**config.mk**
```make
export PLATFORM = sky130hd
export DESIGN_NAME = lrk_ctrl
export DESIGN_NICKNAME = d
export VERILOG_FILES = /design/src/sv/langevin_rk4_step_core_defines.svh /design/src/sv/lrk_pkg.sv /design/src/sv/lrk_ctrl.sv
export SDC_FILE = /design/constraint.sdc
export NUM_CORES = 1
export LEC_CHECK = 0
export BUFFER_PORTS_ARGS = -buffer_cell sky130_fd_sc_hd__buf_4
export CAP_MARGIN = 20
export CORE_MARGIN = 1.5
export CORE_UTILIZATION = 32
export CTS_BUF_LIST = sky130_fd_sc_hd__clkbuf_8 sky130_fd_sc_hd__clkbuf_16
export DETAILED_ROUTE_END_ITERATION = 6
export PLACE_DENSITY = 0.55
export SYNTH_ARGS = -nofsm -noshare
export SYNTH_HDL_FRONTEND = slang
export SYNTH_SLANG_ARGS = --single-unit
```
**constraint.sdc**
```tcl
create_clock -name clk -period 1.6 [get_ports clk]
set_input_delay 0.16 -clock clk [delete_from_list [all_inputs] [get_ports clk]]
set_output_delay 0.16 -clock clk [all_outputs]
set_load 0.05 [all_outputs]
```
**src/sv/langevin_rk4_step_core_defines.svh**
```systemverilog
// Assertion macros for the Langevin RK4 step core.
// Included by the modules that carry concurrent checks; depends on nothing else.
`ifndef LANGEVIN_RK4_STEP_CORE_DEFINES_SVH
`define LANGEVIN_RK4_STEP_CORE_DEFINES_SVH
`ifndef SYNTHESIS
`define LRK_ASSERT_NEVER(label, clk, rst, cond) \
  label: assert property (@(posedge clk) disable iff (rst) !(cond)) \
    else $error("lrk check failed");
`define LRK_ASSERT_IMPLY(label, clk, rst, ante, cons) \
  label: assert property (@(posedge clk) disable iff (rst) (ante) |-> (cons)) \
    else $error("lrk check failed");
`define LRK_ASSERT_NEXT(label, clk, rst, ante, cons) \
  label: assert property (@(posedge clk) disable iff (rst) (ante) |=> (cons)) \
    else $error("lrk check failed");
`else
`define LRK_ASSERT_NEVER(label, clk, rst, cond)
`define LRK_ASSERT_IMPLY(label, clk, rst, ante, cons)
`define LRK_ASSERT_NEXT(label, clk, rst, ante, cons)
`endif
`endif

```
**src/sv/lrk_pkg.sv**
```systemverilog
// Shared types, constants and helper functions of the Langevin RK4 step core.
// No dependencies; every other file but the assertion macro header refers to it by scoped names.
`default_nettype none
package lrk_pkg;

  localparam int DATA_WIDTH = 48;
  localparam int FRAC_BITS  = 24;
  localparam int ACC_W      = 64;   // weighted stage sum and multiplier operands
  localparam int HALF_W     = ACC_W / 2;
  localparam int PROD_W     = 2 * ACC_W;
  localparam int ADDR_W     = 6;
  localparam int APB_W      = 64;

  localparam int STATE_N    = 8;
  localparam int KERNELS    = 4;
  localparam int LAST_STAGE = 3;

  // divide-by-six unit: DIV_BITS quotient bits per cycle
  localparam int DIV_BITS   = 8;
  localparam int DIV_W      = ((DATA_WIDTH + 3 + DIV_BITS - 1) / DIV_BITS) * DIV_BITS;
  localparam int DIV_STEPS  = DIV_W / DIV_BITS;
  localparam int DCNT_W     = $clog2(DIV_STEPS);
  localparam logic [3:0] DIVISOR = 4'd6;

  localparam logic signed [DATA_WIDTH-1:0] DATA_MAX = {1'b0, {(DATA_WIDTH-1){1'b1}}};
  localparam logic signed [DATA_WIDTH-1:0] DATA_MIN = {1'b1, {(DATA_WIDTH-1){1'b0}}};

  localparam logic [PROD_W-1:0] LIM_POS  = (PROD_W'(1) << (DATA_WIDTH - 1)) - PROD_W'(1);
  localparam logic [PROD_W-1:0] LIM_NEG  = PROD_W'(1) << (DATA_WIDTH - 1);
  localparam logic [PROD_W-1:0] LIM6_POS = PROD_W'(6) * (LIM_POS + PROD_W'(1));
  localparam logic [PROD_W-1:0] LIM6_NEG = PROD_W'(6) * (LIM_NEG + PROD_W'(1));

  // register map
  localparam logic [2:0] REG_RATE_FIRST  = 3'd0;
  localparam logic [2:0] REG_RATE_SECOND = 3'd1;
  localparam logic [2:0] REG_COUP_FIRST  = 3'd2;
  localparam logic [2:0] REG_COUP_SECOND = 3'd3;
  localparam logic [2:0] REG_TIME_STEP   = 3'd4;

  typedef enum logic [2:0] {
    JOB_KPROD,
    JOB_KRATE,
    JOB_UPD,
    JOB_FIN,
    JOB_RX,
    JOB_RY
  } job_t;

  typedef struct packed {
    logic [31:0] rate_first_kernel;
    logic [31:0] rate_second_kernel;
    logic [39:0] coupling_first;
    logic [39:0] coupling_second;
    logic [24:0] time_step;
  } cfg_t;

  typedef struct packed {
    logic [DATA_WIDTH-1:0] noise_x_first;
    logic [DATA_WIDTH-1:0] noise_y_first;
    logic [DATA_WIDTH-1:0] noise_x_second;
    logic [DATA_WIDTH-1:0] noise_y_second;
  } noise_t;

  typedef struct packed {
    logic       load;
    logic       go;
    job_t       job;
    logic [2:0] idx;
    logic [1:0] stage;
    logic       lin;
    logic       out_load;
  } dp_cmd_t;

  typedef struct packed {
    logic mul_done;
    logic out_full;
  } dp_status_t;

  typedef struct packed {
    logic [ACC_W-1:0] a;
    logic [ACC_W-1:0] b;
    logic             half_step;
    logic             div6;
  } scale_req_t;

  function automatic logic signed [DATA_WIDTH-1:0] sat_add(
      input logic signed [DATA_WIDTH-1:0] a,
      input logic signed [DATA_WIDTH-1:0] b,
      input logic                         sub);
    logic signed [DATA_WIDTH:0] s;
    if (sub) begin
      s = (DATA_WIDTH+1)'(a) - (DATA_WIDTH+1)'(b);
    end else begin
      s = (DATA_WIDTH+1)'(a) + (DATA_WIDTH+1)'(b);
    end
    if (s[DATA_WIDTH] != s[DATA_WIDTH-1]) begin
      return s[DATA_WIDTH] ? DATA_MIN : DATA_MAX;
    end
    return $signed(s[DATA_WIDTH-1:0]);
  endfunction

endpackage
`default_nettype wire

```
**src/sv/lrk_ctrl.sv**
```systemverilog
// Controller: sequences the four RK4 stages, the final update and the radius on the datapath.
// Depends on lrk_pkg.
`default_nettype none
module lrk_ctrl (
  input  wire logic                 clk,
  input  wire logic                 rst,
  input  wire logic                 in_valid,
  output logic                      in_ready,
  output lrk_pkg::dp_cmd_t          cmd,
  input  wire lrk_pkg::dp_status_t  status
);

  typedef enum logic [2:0] {ST_IDLE, ST_ISSUE, ST_WAIT, ST_LIN, ST_EMIT} st_t;

  st_t           st;
  lrk_pkg::job_t job;
  logic [2:0]    idx;
  logic [1:0]    stage;

  assign in_ready = (st == ST_IDLE);

  always_comb begin
    cmd.load     = (st == ST_IDLE) && in_valid;
    cmd.go       = (st == ST_ISSUE);
    cmd.job      = job;
    cmd.idx      = idx;
    cmd.stage    = stage;
    cmd.lin      = (st == ST_LIN);
    cmd.out_load = (st == ST_EMIT) && !status.out_full;
  end

  always_ff @(posedge clk) begin
    if (rst) begin
      st    <= ST_IDLE;
      job   <= lrk_pkg::JOB_KPROD;
      idx   <= 3'd0;
      stage <= 2'd0;
    end else begin
      case (st)
        ST_IDLE: begin
          if (in_valid) begin
            stage <= 2'd0;
            idx   <= 3'd0;
            job   <= lrk_pkg::JOB_KPROD;
            st    <= ST_ISSUE;
          end
        end
        ST_ISSUE: st <= ST_WAIT;
        ST_WAIT: begin
          if (status.mul_done) begin
            st <= ST_ISSUE;
            case (job)
              lrk_pkg::JOB_KPROD: job <= lrk_pkg::JOB_KRATE;
              lrk_pkg::JOB_KRATE: begin
                if (idx == 3'(lrk_pkg::KERNELS - 1)) begin
                  st <= ST_LIN;
                end else begin
                  idx <= idx + 3'd1;
                  job <= lrk_pkg::JOB_KPROD;
                end
              end
              lrk_pkg::JOB_UPD: begin
                if (idx == 3'(lrk_pkg::STATE_N - 1)) begin
                  stage <= stage + 2'd1;
                  idx   <= 3'd0;
                  job   <= lrk_pkg::JOB_KPROD;
                end else begin
                  idx <= idx + 3'd1;
                end
              end
              lrk_pkg::JOB_FIN: begin
                if (idx == 3'(lrk_pkg::STATE_N - 1)) begin
                  job <= lrk_pkg::JOB_RX;
                end else begin
                  idx <= idx + 3'd1;
                end
              end
              lrk_pkg::JOB_RX: job <= lrk_pkg::JOB_RY;
              lrk_pkg::JOB_RY: st <= ST_EMIT;
              default:         st <= ST_IDLE;
            endcase
          end
        end
        ST_LIN: begin
          idx <= 3'd0;
          job <= (stage == 2'(lrk_pkg::LAST_STAGE)) ? lrk_pkg::JOB_FIN : lrk_pkg::JOB_UPD;
          st  <= ST_ISSUE;
        end
        ST_EMIT: begin
          // hold until the previous result has left the output register
          if (!status.out_full) begin
            st <= ST_IDLE;
          end
        end
        default: st <= ST_IDLE;
      endcase
    end
  end

endmodule
`default_nettype wire

```
==> impl_metrics.toml, run 1 <==
[setup_path]
worst_path_most_repeated_cell = "ha_4"
crit_arrival_ps = 1740
crit_family = "simple AND/OR/NAND/NOR gates"
start_kind = "flip-flop"
crit_chain = "ha_4 > ha_4 > nor4b_4 > a21oi_2 > or3_4 > o32ai_2"
crit_path_max_fanout = 3
criticalPathCategory = "flip-flop to flip-flop"
end_kind = "flip-flop"
crit_buf_inv = 0
critPathSlowestCell = "dfxtp_4"
slowest_delay_ps = 350
critical_path_required_ps = 1750

[synth]
synth-seq-area-share = 0.279
synth.avg_cell_area_um2 = 8.86
synth_top_area_frac = 0.279
synth_area_leader_cell = "dfxtp_1"
syn_inst = 89
synthArstFlopShare = 0
synth_edf_count = 0
ys.warnings.count = 0
ys.flop_type = "dfxtp_1"
yosys_register_bits = 11
syn_nets = 99
synthTopCellsByArea = "dfxtp_1, ha_1, a211oi_1"
ys_types = 40
syn_area_um2 = 788

[floorplanning]
ioPinCount = 18
core.rowCount = 17
initial_utilization = 0.346
die-area_mm2 = 0.00277
die_h_um = 52.6
core_area_mm2 = 0.00228
chipWidth_um = 52.6

[drt]
drc = 0
drtIter0Drc = 3
first_pass_iters = 4
vias_per_cell = 5.46
via_count = 770
wl_per_cell_um = 14.2
drt_wl_total_mm = 2.00
postRouteAntennaNets = 0

[layout]
num-fill-cells = 205
final_cell_mix = "buf_4, inv_1, nand2_1"
area_growth_pct = 46.0
register_area_um2 = 236
nets = 124
fin_cells = 141
layout-drive-gt1-share = 0.504
diodes = 0
mostFrequentLayoutCell = "buf_4"
multi_input_comb_area_um2 = 606

[cts]
htree_levels = 1
clock_latency_ps = 240
cts_buffer_depth = 2
cts_tree = "built"
cts.sinks = 11
cts_buffers = 3
path_clk_slew_ps = 60
cts_hold_buf = 0
ctsRootBufferMaster = "clkbuf_8"

[outcome]
status = "complete, no violations"

[placement]
hpwl_mm = 1.46
place_congestion = 0.861
portBuffers = 17
dp_cells = 136
dpl_worst_slack_ps = -51.0

[flow_run]
maxCapViolations = 0

[sta]
fmax_mhz = 628
fin_crit_sh = 0.995
max_slew_margin = 0.686
tightest_slew_ps = 459
min_period_ps = 1590
finalHoldViolCount = 0
setup_viol = 0
rsz0062_at_grt = "true"
setup_ws_ps = 8.33
clock_skew_ps = 2.33
slew_violations = 0
timing.hold.ws_ps = 191
setup-tns-final_ps = 0

[global_route]
grt_pass1_wl_mm = 3.35
grt_pass1_vias = 729
antenna_found_initial = 0
grt_max_degree = 13
grt-ovfl-total = 0
grt_util_all_layers = 0.169

[power_and_ir_drop]
power.density_mw_per_mm2 = 778
peakVddDrop_mv = 0.542
p_total_w = 0.000896
leakage_nw = 0.447

[min_path]
hold_class = "primary input to flip-flop"
[where the power goes]
group	leakage (nW)	switching, W	internal [W]
sequential	0.0933	0.0000309	0.000285
combinational	0.327	0.000177	0.000116
clock	0.0269	0.000118	0.000170
[metal layers]
layer	up-vias	part of all wire	GRT usage
li1	386	-	-
met1	370	0.49	0.218
met2	12	0.47	0.267
met3	2	0.036	0.0600
met4	0	0.0045	0.0385
met5	-	0	0
[sequential cells by signal, indices dropped and copies added, names as in the netlist]
name,flops
stage,2
job,3
idx,3
st,3
[path summary, 6_finish.rpt]
check	startpoint	end	slack, ps	depth (start not counted)
min	rst	job[0]$_SDFFE_PP0P_	190	2
min reg2reg	stage[1]$_SDFFE_PP0P_	stage[1]$_SDFFE_PP0P_	510	2
max	idx[1]$_SDFFE_PP0P_	idx[1]$_SDFFE_PP0P_	8	6
max reg2reg	idx[1]$_SDFFE_PP0P_	idx[1]$_SDFFE_PP0P_	8	6
[worst reg2reg max path, stage by stage, from the launching register on]
cell,delay (ps)
dfxtp_4,350
ha_4,180
ha_4,170
nor4b_4,280
a21oi_2,80
or3_4,350
o32ai_2,90
[cells in the mapped netlist (3+ instances only)]
library cell	instances
ha_1	5
inv_1	8
nand2_1	5
a21oi_1	4
o21ai_0	3
dfxtp_1	11
a211oi_1	4
or3_1	3
nand3_1	3
[kinds of logic (layout without fill, tap and decap cells)]
family	after synthesis	count (layout)	synth area share
flip-flops	11	11	0.279
AO/OA/AOI/OAI	29	29	0.276
buffers and inverters	14	38	0.0841
AND/OR/NAND/NOR	29	29	0.268
multiplexers	1	1	0.0127
adder cells (fa/ha/maj)	5	5	0.0794
[final cells by class]
cell class	count	area share
clock buffer	3	0.0359
clock inverter	1	0.00326
inverter	8	0.0261
multi-input combinational	64	0.526
sequential	11	0.205
tap	28	0.0304
timing repair buffer	26	0.173
[metrics by stage]
| stage | cell area [µm²] | utilization |
|---|---|---|
| after floorplan | 850 | - |
| after global placement | 1040 | 0.455 |
| after detailed placement | 1040 | 0.455 |
| after CTS | 1110 | 0.490 |
| after global routing | 1150 | 0.506 |
| final | 1150 | 0.506 |
[repair_timing]
action                     in CTS  in global routing
resized for setup               5                  8
setup endpoints to repair       3                  6
setup buffers                   1                  0
pin swaps                       3                  1
Power figures use the tool's default switching activity.
==> run 2, diff against run 1 <==
Settings changed: RECOVER_POWER set to 25.
==> impl_metrics.toml, run 2 (same netlist as run 1, synthesis figures left out) <==
[power_and_ir_drop]
power.density_mw_per_mm2 = 790
leakage_nw = 0.426
peakVddDrop_mv = 0.541

[global_route]
grt_max_degree = 13
grt_pass1_vias = 729
grt-ovfl-total = 0
grt_pass1_wl_mm = 3.35
grt_util_all_layers = 0.169
antenna_found_initial = 0

[layout]
stdcell_area_mm2 = 0.00113
diodes = 0
final_cell_mix = "buf_4, inv_1, nand2_1, clkbuf_1"
area_growth_pct = 43.7
layout-drive-gt1-share = 0.460
reg_top3 = "idx: 3 flops, job: 3 flops, st: 3 flops"
mostFrequentLayoutCell = "buf_4"
nets = 124

[floorplanning]
ioPinCount = 18
die-area_mm2 = 0.00277
die_h_um = 52.6
core.rowCount = 17
core_area_mm2 = 0.00228
chipWidth_um = 52.6
initial_utilization = 0.346

[sta]
finalHoldViolCount = 0
slew_violations = 0
max_slew_margin = 0.594
rsz0062_at_grt = "true"
clock_skew_ps = 2.13
min_period_ps = 1590
fmax_mhz = 628
setup_viol = 0
timing.hold.ws_ps = 191
fin_crit_sh = 0.995
tightest_slew_ps = 612

[drt]
drt_wl_total_mm = 2.01
drtIter0Drc = 3
postRouteAntennaNets = 0
drc = 0
vias_per_cell = 5.45
wl_per_cell_um = 14.2
first_pass_iters = 4
via_count = 769

[cts]
cts_buffers = 3
cts_tree = "built"
htree_levels = 1
clock_latency_ps = 240
cts_buffer_depth = 2
cts.sinks = 11
ctsRootBufferMaster = "clkbuf_8"
path_clk_slew_ps = 60

[min_path]
hold_class = "primary input to flip-flop"

[placement]
portBuffers = 17
place_congestion = 0.861
postPlaceCellArea_mm2 = 0.00104
hpwl_mm = 1.46

[setup_path]
end_kind = "flip-flop"
crit_path_max_fanout = 3
criticalPathCategory = "flip-flop to flip-flop"
start_kind = "flip-flop"
crit_arrival_ps = 1750
critical_path_required_ps = 1750

[flow_run]
maxCapViolations = 0

[outcome]
status = "complete, no violations"
run 2: cell type report:
type                       count  area, µm²
clock buffer                   3       41.3
sequential                    11        236
multi-input combinational     64        606
fill                         207       1140
clock inverter                 1       3.75
tap                           28       35.0
inverter                       8       30.0
timing repair buffer          26        180
run 2: worst max-delay path: stages, from the launching register on:
cell	delay, ps
dfxtp_4	350
ha_4	180
ha_4	160
nor4b_4	280
a21oi_2	80
or3_4	350
o32ai_2	90
run 2: power breakdown:
group          switching (W)  internal, W
Clock               0.000117     0.000169
Sequential         0.0000308     0.000285
Combinational       0.000177     0.000115
run 2: per-layer routing:
layer,share of wire,vias up,GRT usage,wire length [µm]
met2,0.47,14,0.267,937
met4,0.0045,0,0.0385,9
met5,0,-,0,0
met3,0.041,2,0.0600,82
li1,-,385,-,-
met1,0.49,368,0.218,979
run 2: final timing paths:
check                                           start                     to  slack [ps]  cells past startpoint
worst min register to register  stage[1]$_SDFFE_PP0P_  stage[1]$_SDFFE_PP0P_         510                      2
worst max-delay path              idx[1]$_SDFFE_PP0P_    idx[1]$_SDFFE_PP0P_           8                      6
worst min-delay path                              rst    job[0]$_SDFFE_PP0P_         190                      2
worst max register to register    idx[1]$_SDFFE_PP0P_    idx[1]$_SDFFE_PP0P_           8                      6
run 2: repair_timing:
action                     in CTS  in global routing
gates resized for setup         5                  8
setup endpoints to repair       3                  6
buffers inserted                1                  0
hold buffers                    0                  0
pin swaps                       3                  1
run 2: metrics by stage:
stage	util	power, W	setup TNS [ps]	instances	worst slack (ps)
after CTS	0.490	0.000891	0	141	2.19
after detailed placement	0.455	0.000584	-102	136	-51.0
after global placement	0.455	0.000582	-54.4	136	-28.2
after floorplan	-	0.000507	-518	89	-205
after global routing	0.498	0.000948	-289	141	-77.9
final	0.498	0.000894	0	141	7.59
==> run 3, diff against run 2 <==
Settings changed: REMOVE_ABC_BUFFERS set to 1.
==> impl_metrics.toml, run 3 (same netlist as run 1, synthesis figures left out) <==
[power_and_ir_drop]
peakVddDrop_mv = 0.404
p_total_w = 0.000931
leakage_nw = 0.471
power.density_mw_per_mm2 = 788

[layout]
stdcell_area_mm2 = 0.00118
diodes = 0
mostFrequentLayoutCell = "buf_4"
layout-drive-gt1-share = 0.500
final_cell_mix = "buf_4, inv_1, dfxtp_2"
reg_top3 = "idx: 3 flops, job: 3 flops, st: 3 flops"
nets = 131
area_growth_pct = 49.8

[sta]
fin_crit_sh = 0.989
slew_violations = 0
timing.hold.ws_ps = 209
min_period_ps = 1580
fmax_mhz = 632
finalHoldViolCount = 0
rsz0062_at_grt = "true"
clock_skew_ps = 8.08
max_slew_margin = 0.609
setup-tns-final_ps = 0
tightest_slew_ps = 588
setup_viol = 0

[cts]
clock_latency_ps = 240
cts_hold_buf = 0
cts_buffers = 3
cts_buffer_depth = 2
ctsRootBufferMaster = "clkbuf_8"
cts_tree = "built"
htree_levels = 1
path_clk_slew_ps = 60
cts.sinks = 11

[floorplanning]
chipWidth_um = 52.6
die-area_mm2 = 0.00277
core_area_mm2 = 0.00228
ioPinCount = 18
core.rowCount = 17
initial_utilization = 0.346
die_h_um = 52.6

[setup_path]
crit_family = "compound AO/OA/AOI/OAI gates"
slowest_delay_ps = 350
worst_r2r_startpoint = "idx[1]$_SDFFE_PP0P_"
crit_chain = "ha_4 > ha_2 > mux2i_2 > o21a_1 > and3_2 > a2111oi_4"
end_kind = "flip-flop"
criticalPathCategory = "flip-flop to flip-flop"
crit_arrival_ps = 1720
r2r-end = "job[0]$_SDFFE_PP0P_"
start_kind = "flip-flop"
critPathSlowestCell = "dfxtp_2"
critical_path_required_ps = 1730
worst_r2r_path_depth = 6
crit_buf_inv = 0
crit_path_max_fanout = 3
crit_start = "idx[1]$_SDFFE_PP0P_"
rrSetupSlack_ps = 20

[global_route]
antenna_found_initial = 0
grt_max_degree = 13
grt-ovfl-total = 0
grt_pass1_wl_mm = 3.56
grt_util_all_layers = 0.174
grt_pass1_vias = 780

[drt]
drc = 0
first_pass_iters = 4
drtIter0Drc = 8
via_count = 817
wl_per_cell_um = 15.4
vias_per_cell = 5.52
drt_wl_total_mm = 2.28
postRouteAntennaNets = 0

[placement]
hpwl_mm = 1.51
portBuffers = 17
postPlaceCellArea_mm2 = 0.00103
place_congestion = 0.813

[flow_run]
maxCapViolations = 0

[outcome]
status = "complete, no violations"

[min_path]
min_from = "rst"
hold_class = "primary input to flip-flop"
holdPathStages = 2
min_to = "st[1]$_SDFFE_PP0P_"
run 3: cell types whose count changed in the layout (fill, tap and decap cells not counted), sizes merged:
cell / previous run / this run
buf: 21 / 31
clkbuf: 8 / 5
run 3: metrics by stage:
stage | util | std cells | setup slack (ps)
3_3_place_gp | 0.451 | 143 | -73.6
4_1_cts | 0.502 | 148 | -3.42
2_1_floorplan | - | 83 | -735
3_5_place_dp | 0.451 | 143 | -116
5_1_grt | 0.519 | 148 | -56.6
6_report | 0.519 | 148 | 17.2
run 3: layer usage:
| layer | vias up | wire length [µm] | global-route usage |
|---|---|---|---|
| met5 | - | 0 | 0 |
| met4 | 0 | 19 | 0.0769 |
| met3 | 4 | 110 | 0.0486 |
| met2 | 20 | 1140 | 0.277 |
| met1 | 390 | 1010 | 0.216 |
| li1 | 403 | - | - |
run 3: worst reg2reg max path, stage by stage, from the launching register on:
cell	delay (ps)
dfxtp_2	350
ha_4	170
ha_2	190
mux2i_2	70
o21a_1	180
and3_2	240
a2111oi_4	280
run 3: layout make-up:
class                           count  area (µm²)
Inverter                            8        30.0
Fill cell                         214        1090
Clock inverter                      1        3.75
Timing Repair Buffer               33         240
Sequential cell                    11         228
Clock buffer                        3        41.3
Tap cell                           28        35.0
Multi-Input combinational cell     64         603
run 3: how the worst max path moves through the flow:
stage | end | cells past startpoint
floorplan | cmd[0] | 1
global placement | idx[0]$_SDFFE_PP0P_ | 6
detailed placement | idx[0]$_SDFFE_PP0P_ | 6
CTS | idx[0]$_SDFFE_PP0P_ | 6
global route | job[0]$_SDFFE_PP0P_ | 6
finish | job[0]$_SDFFE_PP0P_ | 6
run 3: power breakdown:
part | leakage (nW) | internal (W) | switching (W) | total (W)
registers | 0.0922 | 0.000289 | 0.0000273 | 0.000316
logic | 0.352 | 0.000134 | 0.000190 | 0.000324
clock network | 0.0269 | 0.000169 | 0.000121 | 0.000291
total | 0.471 | 0.000592 | 0.000339 | 0.000931
run 3: repair_timing:
item / in CTS / in global routing
endpoints found under the setup margin: 5 / 8
pin swaps: 6 / 2
setup buffers: 1 / 0
gates resized for setup: 12 / 11
gates cloned: 0 / 0
